--- config.mk ---
export PLATFORM = sky130hd
export DESIGN_NAME = segmented_atom_index_decompose_unit
export DESIGN_NICKNAME = d
export VERILOG_FILES = /design/src/sv/sai_pkg.sv /design/src/sv/segmented_atom_index_decompose_unit.sv /design/src/sv/sai_ctrl.sv /design/src/sv/sai_dpath.sv
export SDC_FILE = /design/constraint.sdc
export NUM_CORES = 1
export LEC_CHECK = 0
export BUFFER_PORTS_ARGS = -buffer_cell sky130_fd_sc_hd__buf_2
export CORE_ASPECT_RATIO = 1.25
export CORE_UTILIZATION = 60
export CTS_CLUSTER_DIAMETER = 100
export CTS_CLUSTER_SIZE = 14
export DETAILED_ROUTE_END_ITERATION = 12
export GPL_TIMING_DRIVEN = 1
export PLACE_DENSITY = 0.77
export SYNTH_ARGS = -nofsm -noshare
export SYNTH_HDL_FRONTEND = slang
export SYNTH_SLANG_ARGS = --single-unit
export TNS_END_PERCENT = 30
--- constraint.sdc ---
create_clock -name clock -period 7.5 [get_ports clock]
set_input_delay 0.375 -clock clock [delete_from_list [all_inputs] [get_ports clock]]
set_output_delay 0.375 -clock clock [all_outputs]
set_load 0.02 [all_outputs]
--- src/sv/sai_pkg.sv ---
// Shared constants and ctrl/datapath interface types for the atom index decompose unit
package sai_pkg;

   localparam int MAX_BLOCKS = 16;
   localparam int BLK_W      = 4;
   localparam int CNT_W      = 5;
   localparam int IDX_W      = 24;
   localparam int MOL_W      = 16;
   localparam int APM_W      = 12;
   localparam int PROD_W     = MOL_W + APM_W;
   localparam int SUM_W      = PROD_W + BLK_W;
   localparam int DIV_STEPS  = IDX_W;
   localparam int DIV_CNT_W  = 5;

   localparam logic OP_WRITE = 1'b0;
   localparam logic OP_QUERY = 1'b1;

   localparam logic [1:0] ST_OK    = 2'd0;
   localparam logic [1:0] ST_RANGE = 2'd1;
   localparam logic [1:0] ST_WRITE = 2'd2;

   typedef struct packed {
      logic       capture;     // latch the request beat
      logic       write_entry; // load the table entry
      logic       walk_start;  // clear block pointer and running end
      logic       walk_next;   // advance block pointer
      logic       read;        // registered table read at block pointer
      logic       mul;         // register block size
      logic       acc;         // add block size into running end
      logic       div_start;   // load divider with offset into block
      logic       div_step;    // one quotient bit
      logic       res_load;    // load result register
      logic [1:0] res_status;
   } sai_cmd_type;

   typedef struct packed {
      logic req_is_query;
      logic used_zero;
      logic hit;
      logic last;
      logic div_last;
   } sai_stat_type;

endpackage

--- src/sv/segmented_atom_index_decompose_unit.sv ---
// Top level of the segmented atom index decompose unit
// A write beat (opcode 0) loads one entry of the 16-entry block table and answers with
// status 2. A query beat (opcode 1) walks the blocks from entry 0, each block taking a
// table read, a block size multiply and a running-end add and compare in turn, then
// runs a restoring divider on the offset into the hit block. An index past the N blocks
// in use, or any query while block_count is 0, is answered as out of range. One item is
// worked on at a time; a finished result sits in the output register while the next
// request is taken. block_count is written through csr_* and must only change while the
// unit is idle; table entries must be written before a query walks over them.
module segmented_atom_index_decompose_unit (
   input  logic                          clock,
   input  logic                          reset,
   input  logic                          csr_valid,
   output logic                          csr_ready,
   input  logic [sai_pkg::CNT_W-1:0]     csr_block_count,
   input  logic                          req_valid,
   output logic                          req_ready,
   input  logic                          req_opcode,
   input  logic [sai_pkg::BLK_W-1:0]     req_entry_index,
   input  logic [sai_pkg::MOL_W-1:0]     req_molecules_in_entry,
   input  logic [sai_pkg::APM_W-1:0]     req_atoms_per_molecule_in,
   input  logic [sai_pkg::IDX_W-1:0]     req_atom_index,
   output logic                          rsp_valid,
   input  logic                          rsp_ready,
   output logic [1:0]                    rsp_status,
   output logic [sai_pkg::BLK_W-1:0]     rsp_block_found,
   output logic [sai_pkg::MOL_W-1:0]     rsp_molecule_in_block,
   output logic [sai_pkg::APM_W-1:0]     rsp_atom_in_molecule
);

   sai_pkg::sai_cmd_type  cmd;
   sai_pkg::sai_stat_type stat;

   assign csr_ready = 1'b1;

   sai_ctrl u_ctrl (
      .clock     (clock),
      .reset     (reset),
      .req_valid (req_valid),
      .req_ready (req_ready),
      .rsp_valid (rsp_valid),
      .rsp_ready (rsp_ready),
      .stat      (stat),
      .cmd       (cmd)
   );

   sai_dpath u_dpath (
      .clock                     (clock),
      .reset                     (reset),
      .cmd                       (cmd),
      .stat                      (stat),
      .csr_valid                 (csr_valid),
      .csr_block_count           (csr_block_count),
      .req_opcode                (req_opcode),
      .req_entry_index           (req_entry_index),
      .req_molecules_in_entry    (req_molecules_in_entry),
      .req_atoms_per_molecule_in (req_atoms_per_molecule_in),
      .req_atom_index            (req_atom_index),
      .rsp_status                (rsp_status),
      .rsp_block_found           (rsp_block_found),
      .rsp_molecule_in_block     (rsp_molecule_in_block),
      .rsp_atom_in_molecule      (rsp_atom_in_molecule)
   );

   // an accepted request takes the controller out of idle
   a_busy_after_accept: assert property (@(posedge clock) disable iff (reset)
      (req_valid && req_ready) |=> !req_ready)
      else $error("request taken but controller still idle");

   // loading the result register always raises rsp_valid
   a_load_sets_valid: assert property (@(posedge clock) disable iff (reset)
      cmd.res_load |=> rsp_valid)
      else $error("result loaded without rsp_valid");

   // only a successful query carries a decomposition
   a_zero_fields: assert property (@(posedge clock) disable iff (reset)
      (rsp_valid && (rsp_status != sai_pkg::ST_OK)) |->
         (rsp_block_found == '0 && rsp_molecule_in_block == '0 &&
          rsp_atom_in_molecule == '0))
      else $error("nonzero fields on a write or out-of-range result");

endmodule

--- src/sv/sai_ctrl.sv ---
// Controller state machine: sequences table writes, the block walk and the divider
module sai_ctrl (
   input  logic                 clock,
   input  logic                 reset,
   input  logic                 req_valid,
   output logic                 req_ready,
   output logic                 rsp_valid,
   input  logic                 rsp_ready,
   input  sai_pkg::sai_stat_type stat,
   output sai_pkg::sai_cmd_type  cmd
);

   typedef enum logic [2:0] {
      S_IDLE,
      S_WRITE,
      S_READ,
      S_MUL,
      S_ACC,
      S_DIV,
      S_OUT
   } state_type;

   state_type  state_ff, state_in;
   logic [1:0] status_ff, status_in;
   logic       rsp_valid_ff, rsp_valid_in;
   logic       out_free;

   assign out_free  = !rsp_valid_ff || rsp_ready;
   assign req_ready = (state_ff == S_IDLE);
   assign rsp_valid = rsp_valid_ff;

   always_comb begin
      state_in        = state_ff;
      status_in       = status_ff;
      rsp_valid_in    = rsp_valid_ff && !rsp_ready;
      cmd             = '0;
      cmd.res_status  = status_ff;
      unique case (state_ff)
         S_IDLE: begin
            if (req_valid) begin
               cmd.capture = 1'b1;
               if (stat.req_is_query) begin
                  cmd.walk_start = 1'b1;
                  if (stat.used_zero) begin
                     status_in = sai_pkg::ST_RANGE;
                     state_in  = S_OUT;
                  end else begin
                     state_in = S_READ;
                  end
               end else begin
                  state_in = S_WRITE;
               end
            end
         end
         S_WRITE: begin
            cmd.write_entry = 1'b1;
            status_in       = sai_pkg::ST_WRITE;
            state_in        = S_OUT;
         end
         S_READ: begin
            cmd.read = 1'b1;
            state_in = S_MUL;
         end
         S_MUL: begin
            cmd.mul  = 1'b1;
            state_in = S_ACC;
         end
         S_ACC: begin
            cmd.acc = 1'b1;
            priority if (stat.hit) begin
               cmd.div_start = 1'b1;
               state_in      = S_DIV;
            end else if (stat.last) begin
               status_in = sai_pkg::ST_RANGE;
               state_in  = S_OUT;
            end else begin
               cmd.walk_next = 1'b1;
               state_in      = S_READ;
            end
         end
         S_DIV: begin
            cmd.div_step = 1'b1;
            if (stat.div_last) begin
               status_in = sai_pkg::ST_OK;
               state_in  = S_OUT;
            end
         end
         S_OUT: begin
            if (out_free) begin
               cmd.res_load = 1'b1;
               rsp_valid_in = 1'b1;
               state_in     = S_IDLE;
            end
         end
         default: state_in = S_IDLE;
      endcase
   end

   always_ff @(posedge clock) begin
      if (reset) begin
         state_ff     <= S_IDLE;
         status_ff    <= sai_pkg::ST_OK;
         rsp_valid_ff <= 1'b0;
      end else begin
         state_ff     <= state_in;
         status_ff    <= status_in;
         rsp_valid_ff <= rsp_valid_in;
      end
   end

endmodule

--- src/sv/sai_dpath.sv ---
// Datapath: block table, size multiplier, running-end adder, restoring divider, result register
module sai_dpath (
   input  logic                              clock,
   input  logic                              reset,
   input  sai_pkg::sai_cmd_type              cmd,
   output sai_pkg::sai_stat_type             stat,
   input  logic                              csr_valid,
   input  logic [sai_pkg::CNT_W-1:0]         csr_block_count,
   input  logic                              req_opcode,
   input  logic [sai_pkg::BLK_W-1:0]         req_entry_index,
   input  logic [sai_pkg::MOL_W-1:0]         req_molecules_in_entry,
   input  logic [sai_pkg::APM_W-1:0]         req_atoms_per_molecule_in,
   input  logic [sai_pkg::IDX_W-1:0]         req_atom_index,
   output logic [1:0]                        rsp_status,
   output logic [sai_pkg::BLK_W-1:0]         rsp_block_found,
   output logic [sai_pkg::MOL_W-1:0]         rsp_molecule_in_block,
   output logic [sai_pkg::APM_W-1:0]         rsp_atom_in_molecule
);

   // block table, undefined until written
   logic [sai_pkg::MOL_W-1:0] mols_mem [sai_pkg::MAX_BLOCKS];
   logic [sai_pkg::APM_W-1:0] apm_mem  [sai_pkg::MAX_BLOCKS];

   logic [sai_pkg::CNT_W-1:0]  blk_count_ff;
   logic [sai_pkg::CNT_W-1:0]  used;

   logic [sai_pkg::BLK_W-1:0]  entry_ff;
   logic [sai_pkg::MOL_W-1:0]  mols_ff;
   logic [sai_pkg::APM_W-1:0]  apm_ff;
   logic [sai_pkg::IDX_W-1:0]  idx_ff;

   logic [sai_pkg::BLK_W-1:0]  blk_ff;
   logic [sai_pkg::MOL_W-1:0]  rd_mols_ff;
   logic [sai_pkg::APM_W-1:0]  rd_apm_ff;
   logic [sai_pkg::PROD_W-1:0] prod_ff, prod_in;
   logic [sai_pkg::SUM_W-1:0]  end_ff, end_in;

   logic [sai_pkg::IDX_W-1:0]     quo_ff, quo_in;
   logic [sai_pkg::APM_W-1:0]     rem_ff, rem_in;
   logic [sai_pkg::DIV_CNT_W-1:0] div_cnt_ff;
   logic [sai_pkg::APM_W:0]       partial;
   logic [sai_pkg::APM_W:0]       divisor;
   logic [sai_pkg::APM_W:0]       diff;
   logic [sai_pkg::IDX_W-1:0]     offset;

   logic [1:0]                rsp_status_ff;
   logic [sai_pkg::BLK_W-1:0] rsp_block_ff;
   logic [sai_pkg::MOL_W-1:0] rsp_mol_ff;
   logic [sai_pkg::APM_W-1:0] rsp_atom_ff;

   assign used = (blk_count_ff > sai_pkg::CNT_W'(sai_pkg::MAX_BLOCKS))
               ? sai_pkg::CNT_W'(sai_pkg::MAX_BLOCKS) : blk_count_ff;

   assign prod_in = {{(sai_pkg::PROD_W-sai_pkg::MOL_W){1'b0}}, rd_mols_ff}
                  * {{(sai_pkg::PROD_W-sai_pkg::APM_W){1'b0}}, rd_apm_ff};
   assign end_in  = end_ff + {{(sai_pkg::SUM_W-sai_pkg::PROD_W){1'b0}}, prod_ff};

   // previous blocks all missed, so the running end is at most the index
   assign offset = idx_ff - end_ff[sai_pkg::IDX_W-1:0];

   assign partial = {rem_ff, quo_ff[sai_pkg::IDX_W-1]};
   assign divisor = {1'b0, rd_apm_ff};
   assign diff    = partial - divisor;

   always_comb begin
      if (partial >= divisor) begin
         rem_in = diff[sai_pkg::APM_W-1:0];
         quo_in = {quo_ff[sai_pkg::IDX_W-2:0], 1'b1};
      end else begin
         rem_in = partial[sai_pkg::APM_W-1:0];
         quo_in = {quo_ff[sai_pkg::IDX_W-2:0], 1'b0};
      end
   end

   assign stat.req_is_query = (req_opcode == sai_pkg::OP_QUERY);
   assign stat.used_zero    = (blk_count_ff == '0);
   assign stat.hit          = ({{(sai_pkg::SUM_W-sai_pkg::IDX_W){1'b0}}, idx_ff} < end_in);
   assign stat.last         = ((sai_pkg::CNT_W'(blk_ff) + sai_pkg::CNT_W'(1)) == used);
   assign stat.div_last     = (div_cnt_ff == sai_pkg::DIV_CNT_W'(sai_pkg::DIV_STEPS - 1));

   always_ff @(posedge clock) begin
      if (reset) begin
         blk_count_ff <= sai_pkg::CNT_W'(1);
      end else if (csr_valid) begin
         blk_count_ff <= csr_block_count;
      end
   end

   always_ff @(posedge clock) begin
      if (cmd.write_entry) begin
         mols_mem[entry_ff] <= mols_ff;
         apm_mem[entry_ff]  <= apm_ff;
      end
      if (cmd.read) begin
         rd_mols_ff <= mols_mem[blk_ff];
         rd_apm_ff  <= apm_mem[blk_ff];
      end
   end

   always_ff @(posedge clock) begin
      if (cmd.capture) begin
         entry_ff <= req_entry_index;
         mols_ff  <= req_molecules_in_entry;
         apm_ff   <= req_atoms_per_molecule_in;
         idx_ff   <= req_atom_index;
      end
      if (cmd.mul) begin
         prod_ff <= prod_in;
      end
      if (cmd.div_start) begin
         quo_ff <= offset;
         rem_ff <= '0;
      end else if (cmd.div_step) begin
         quo_ff <= quo_in;
         rem_ff <= rem_in;
      end
      if (cmd.res_load) begin
         rsp_status_ff <= cmd.res_status;
         if (cmd.res_status == sai_pkg::ST_OK) begin
            rsp_block_ff <= blk_ff;
            rsp_mol_ff   <= quo_ff[sai_pkg::MOL_W-1:0];
            rsp_atom_ff  <= rem_ff;
         end else begin
            rsp_block_ff <= '0;
            rsp_mol_ff   <= '0;
            rsp_atom_ff  <= '0;
         end
      end
   end

   always_ff @(posedge clock) begin
      if (reset) begin
         blk_ff     <= '0;
         end_ff     <= '0;
         div_cnt_ff <= '0;
      end else begin
         if (cmd.walk_start) begin
            blk_ff <= '0;
            end_ff <= '0;
         end else begin
            if (cmd.walk_next) begin
               blk_ff <= blk_ff + sai_pkg::BLK_W'(1);
            end
            if (cmd.acc) begin
               end_ff <= end_in;
            end
         end
         if (cmd.div_start) begin
            div_cnt_ff <= '0;
         end else if (cmd.div_step) begin
            div_cnt_ff <= div_cnt_ff + sai_pkg::DIV_CNT_W'(1);
         end
      end
   end

   assign rsp_status            = rsp_status_ff;
   assign rsp_block_found       = rsp_block_ff;
   assign rsp_molecule_in_block = rsp_mol_ff;
   assign rsp_atom_in_molecule  = rsp_atom_ff;

endmodule
==> results.yml, run 1 <==
run_status:
  status: "finished, final reports clean"
sta:
  drv_slew: 0
  finalHoldViolations: 0
  hold-worst-slack_ns: 0.05691
  rsz0062_at_grt: "false"
  relSlewSlack_pct: 32.39
  min_period_ns: 6.452
  fmax_mhz: 155.0
  final.setup.tns_ns: 0
  post-route-period-util_pct: 86.02
  clock_skew_ns: 0.05717
  worst_pin_slew_ns: 1.012
  setup_viol: 0
cts:
  clk_latency_ns: 0.65
  cts_tree: "built"
  cts_max_level: 2
  clk_path_buf_depth: 3
  ctsResizeCount: 0
  cts.clk_slew.worst_paths_ns: 0.07
  numCtsBuffers: 54
  clock-sinks: 682
  cts_setup_buffers: 0
  cts-root-buf: "clkbuf_16"
synth:
  synth_top_flop_cell: "edfxtp_1"
  avgSynthCellArea_um2: 14.14
  synth_edf_count: 618
  synthCells: 2496
  yosysUniqueCellTypes: 78
  synthesis.nets: 2860
  ys_seq_area_share_pct: 56.20
  synthArstFlopShare_pct: 0
  syn-cell-area_um2: 35300
  ys_ff_latch: 682
  yosys_warnings: 0
drt:
  drtAntennaViolNets: 0
  drc: 0
  firstDrtPassIters: 5
  vias_per_cell: 6.187
  drtIter0Drc: 1804
  vias: 21246
  post_drt_wl_per_cell_um: 23.54
  drt_wl_total_um: 80830
setup_path:
  start_kind: "flip-flop"
  cpPeakStageDelay_ns: 0.76
  cp.required_ns: 7.64
  path_max_fanout: 24
  slowest_stage: "nand2_1"
  arrival_ns: 6.59
  crit_chain: "ha_1 -> o21ai_0 -> a211oi_1 -> a21oi_1 -> o21ai_0 -> a21oi_1 -> o41ai_1 -> xnor2_1 -> ha_1 -> nand4_1 -> nor4_1 -> o21ai_0 -> a21oi_1 -> o311ai_0 -> nor3b_1 -> nand4b_2 -> o31ai_2 -> nand2_1"
  critical_path.endpoint_type: "flip-flop"
  crit_type: "flip-flop to flip-flop"
flow_run:
  max_cap_viol_count: 0
global_routing:
  grt_first_pass_wirelength_um: 124000
  grt_start_max_net_pins: 63
  gr-total-overflow: 0
  grt_pass1_vias: 22329
  grt_use_met1_pct: 31.96
  grt_use_met2_pct: 49.38
  use_met3_pct: 3.800
  grt-busiest-layer: "met2"
  track_usage_pct: 27.63
  antenna_found_initial: 0
min_path:
  hold_path.class: "input port to flip-flop"
floorplan:
  ios: 104
  dieWidth_um: 218.9
  start_util_pct: 60.63
  die_h_um: 273.2
  dieArea_um2: 59810
  rows: 99
  core_area_um2: 58220
placed_design:
  place_congestion: 0.9720
  io_buffers: 102
  dp_hpwl_um: 50900
layout:
  multi_input_area_um2: 14240
  drive_gt1_share_pct: 14.76
  n_antenna_cell: 0
  fin_nets: 3008
  seqCellArea_um2: 19850
  mostFrequentLayoutCell: "edfxtp_1"
  fillCellCount: 3883
  syn2layout_area_growth_pct: 10.21
  layout_common_cells: "edfxtp_1, inv_1, nand2_1"
## metrics by stage
step	std cells	utilization [%]	area [um2]	setup slack (ns)
after floorplan	2496	-	35300	2.036
after global placement	3284	63.11	36740	1.424
after detailed placement	3284	63.11	36740	1.156
after CTS	3434	66.82	38900	1.126
after global routing	3434	66.82	38900	0.4925
final	3434	66.82	38900	1.048
## Yosys cell counts (7+ instances only)
cell	n	area (um2)
a211oi_1	9	67.56
nand3_1	22	110.1
and2_1	105	656.9
buf_1	9	33.78
nor2b_1	15	93.84
ha_1	154	1927
o22ai_1	11	68.82
edfxtp_1	618	18560
nand2b_1	12	75.07
a21o_1	34	255.2
nand2_1	210	788.3
nand4_1	19	118.9
a21oi_1	98	490.5
mux2i_1	26	260.3
inv_1	247	927.1
o21ai_0	55	275.3
mux4_2	140	3153
nor2_1	105	394.1
dfxtp_1	64	1281
mux2_4	19	285.3
fa_1	143	2863
clkbuf_1	91	341.6
o21a_1	20	150.1
and3_1	8	50.05
xor2_1	28	245.2
nor3_1	37	185.2
a31oi_1	13	81.33
o21bai_1	7	52.55
xnor2_1	53	464.2
## sequential cells by signal, indices dropped and copies added, names as in the netlist, 24 cells and up
register          cells
u_dpath.prod_ff      28
u_dpath.idx_ff       24
u_dpath.mols_mem    256
u_dpath.end_ff       32
u_dpath.quo_ff       24
u_dpath.apm_mem     192
## area by class of cell
| type | count | share of cell area (%) |
|---|---|---|
| sequential | 682 | 51.02 |
| clock buffer | 85 | 3.773 |
| timing repair buffer | 198 | 3.557 |
| multi-input combinational | 1460 | 36.60 |
| clock inverter | 4 | 0.2187 |
| tap | 757 | 2.435 |
| inverter | 248 | 2.393 |
## path summary, 6_finish.rpt
path	end	slack [ns]	depth (start not counted)	start
setup / recovery	u_dpath.quo_ff[2]	1.05	18	u_dpath.prod_ff[4]
hold / removal	u_ctrl.rsp_valid	0.06	3	rsp_ready
setup reg to reg	u_dpath.quo_ff[2]	1.05	18	u_dpath.prod_ff[4]
hold reg to reg	u_dpath.end_ff[27]	0.47	2	u_dpath.end_ff[27]
## metal layers
layer / part of all wire (%) / wire length (um)
met1: 36 / 29040
met2: 53 / 42520
met3: 5.8 / 4649
met4: 5.7 / 4627
met5: 0 / 0
## critical path, delay by kind of cell (launching register included)
family / cells / cell delay, ns
compound gates: 10 / 2.89
simple gates: 5 / 1.76
fa+ha+maj: 2 / 0.71
flops: 1 / 0.42
xor+xnor: 1 / 0.19
## cells by family after synthesis
kind of cell,synth area share [%]
compound gates,6.047
xor+xnor,2.010
fa+ha+maj,13.57
buf+inv,3.846
flops,56.20
mux,10.51
other cells,0.01062
simple gates,7.805
## timing repair
| item | CTS | global route |
|---|---|---|
| setup endpoints to repair | 0 | 0 |
| endpoints found under the hold margin | 61 | 0 |
| hold buffers | 61 | 0 |
Power of run 1 is not shown: default switching activity piles up to over one toggle a cycle in this logic, so the estimate is an artifact.
==> run 2: changes to the inputs <==
--- a/config.mk
+++ b/config.mk
@@ -7,12 +7,13 @@
 export LEC_CHECK = 0
 export BUFFER_PORTS_ARGS = -buffer_cell sky130_fd_sc_hd__buf_2
 export CORE_ASPECT_RATIO = 1.25
-export CORE_UTILIZATION = 60
+export CORE_UTILIZATION = 63
 export CTS_CLUSTER_DIAMETER = 100
 export CTS_CLUSTER_SIZE = 14
 export DETAILED_ROUTE_END_ITERATION = 12
 export GPL_TIMING_DRIVEN = 1
-export PLACE_DENSITY = 0.77
+export MAX_ROUTING_LAYER = met4
+export PLACE_DENSITY = 0.8
 export SYNTH_ARGS = -nofsm -noshare
 export SYNTH_HDL_FRONTEND = slang
 export SYNTH_SLANG_ARGS = --single-unit
==> results.yml, run 2 (synthesis results as in run 1) <==
layout:
  fin_nets: 3007
  reg_top3: "u_dpath.mols_mem (256), u_dpath.apm_mem (192), u_dpath.end_ff (32)"
  drive_gt1_share_pct: 14.83
  largest_register_ffs: 256
  mostFrequentLayoutCell: "edfxtp_1"
  final_area_um2: 38840
  largest-register: "u_dpath.mols_mem"
  syn2layout_area_growth_pct: 10.02
  layout_common_cells: "edfxtp_1, inv_1, nand2_1"
floorplan:
  rows: 96
  start_util_pct: 64.03
  dieArea_um2: 56990
  die_h_um: 266.6
  core_area_um2: 55130
  ios: 104
  dieWidth_um: 213.7
sta:
  hold-worst-slack_ns: 0.04756
  finalHoldViolations: 0
  clock_skew_ns: 0.05262
  rsz0062_at_grt: "false"
  worst_pin_slew_ns: 1.277
  fmax_mhz: 159.1
  post-route-period-util_pct: 83.78
  final.setup.tns_ns: 0
  drv_slew: 0
  relSlewSlack_pct: 14.41
  setup_viol: 0
  min_period_ns: 6.284
cts:
  cts_max_level: 2
  cts_tree: "built"
  cts.clk_slew.worst_paths_ns: 0.07
  ctsResizeCount: 0
  clk_path_buf_depth: 3
  clk_latency_ns: 0.66
  cts_setup_buffers: 0
  numCtsBuffers: 55
  clock-sinks: 682
  cts-root-buf: "clkbuf_16"
placed_design:
  place_area_um2: 36690
  place_congestion: 0.9537
  io_buffers: 102
  dp_hpwl_um: 52380
setup_path:
  critical_path.endpoint_type: "flip-flop"
  crit_type: "flip-flop to flip-flop"
  crit_top_cell: "o21ai_0"
  start_kind: "flip-flop"
  cpPeakStageDelay_ns: 0.73
  cp.required_ns: 7.67
  arrival_ns: 6.46
  slowest_stage: "o41ai_1"
  path_max_fanout: 24
  crit_chain: "ha_1 -> o21ai_0 -> o21ai_0 -> a21oi_1 -> o21ai_0 -> a21oi_1 -> o41ai_1 -> xnor2_1 -> ha_1 -> nand4_1 -> nor4_1 -> o21ai_0 -> a21oi_1 -> o311ai_0 -> nor3b_1 -> nand4b_2 -> o31ai_2 -> nand2_1"
drt:
  drt_wl_total_um: 87800
  drc: 0
  drtIter0Drc: 2023
  vias_per_cell: 6.400
  drtAntennaViolNets: 0
  vias: 21759
  firstDrtPassIters: 8
  post_drt_wl_per_cell_um: 25.82
min_path:
  hold_path.class: "input port to flip-flop"
global_routing:
  grt_start_max_net_pins: 72
  antenna_found_initial: 1
  grt_first_pass_wirelength_um: 131200
  track_usage_pct: 32.51
  grt_pass1_vias: 22484
  gr-total-overflow: 0
flow_run:
  max_cap_viol_count: 0
run_status:
  status: "finished, final reports clean"
## run 2: cell count changes in the layout (fill, tap and decap cells not counted), sizes merged
cell	previous run	this run
clkbuf	85	73
inv	248	250
diode	0	1
clkinv	4	3
buf	137	135
## run 2: metal layers
| metal | GRT usage, % | share of wire (%) | vias to the layer above |
|---|---|---|---|
| li1 | - | - | 9377 |
| met1 | 36.56 | 35 | 10984 |
| met2 | 56.15 | 53 | 1082 |
| met3 | 3.965 | 6.2 | 316 |
| met4 | 18.03 | 5.9 | 0 |
| met5 | - | 0 | - |
## run 2: final timing paths
kind	from	to	slack [ns]	cells past startpoint
min	rsp_ready	u_ctrl.rsp_valid	0.05	3
max reg2reg	u_dpath.prod_ff[3]	u_dpath.quo_ff[17]	1.22	18
max	u_dpath.prod_ff[3]	u_dpath.quo_ff[17]	1.22	18
min reg2reg	u_dpath.end_ff[27]	u_dpath.end_ff[27]	0.47	2
## run 2: final cells by class
type	instances	area, um2
Antenna cell	1	2.502
Clock buffer	73	1444
Clock inverter	5	86.33
Fill cell	3413	16300
Inverter	248	930.9
Multi-Input combinational cell	1460	14230
Sequential cell	682	19850
Tap cell	735	919.6
Timing Repair Buffer	196	1369
## run 2: repair_timing
item / 4_1_cts / 5_1_grt
endpoints found under the setup margin: 0 / 0
hold buffers: 61 / 0
endpoints found under the hold margin: 61 / 0
## run 2: through the flow
stage               setup slack, ns  utilization, %  cells
finish                        1.216           70.44   3400
global route                 0.7013           70.44   3400
CTS                           1.318           70.44   3399
detailed placement            1.309           66.55   3260
global placement              1.544           66.55   3260
floorplan                     2.036               -   2496
## run 2: worst max-delay path: cells and delay by family (launching register included)
| family | cells | cell delay [ns] |
|---|---|---|
| XOR/XNOR | 1 | 0.19 |
| AO/OA/AOI/OAI | 10 | 2.80 |
| flip-flops | 1 | 0.39 |
| AND/OR/NAND/NOR | 5 | 1.72 |
| adder cells (fa/ha/maj) | 2 | 0.73 |
Power of run 2 is left out for the same reason.
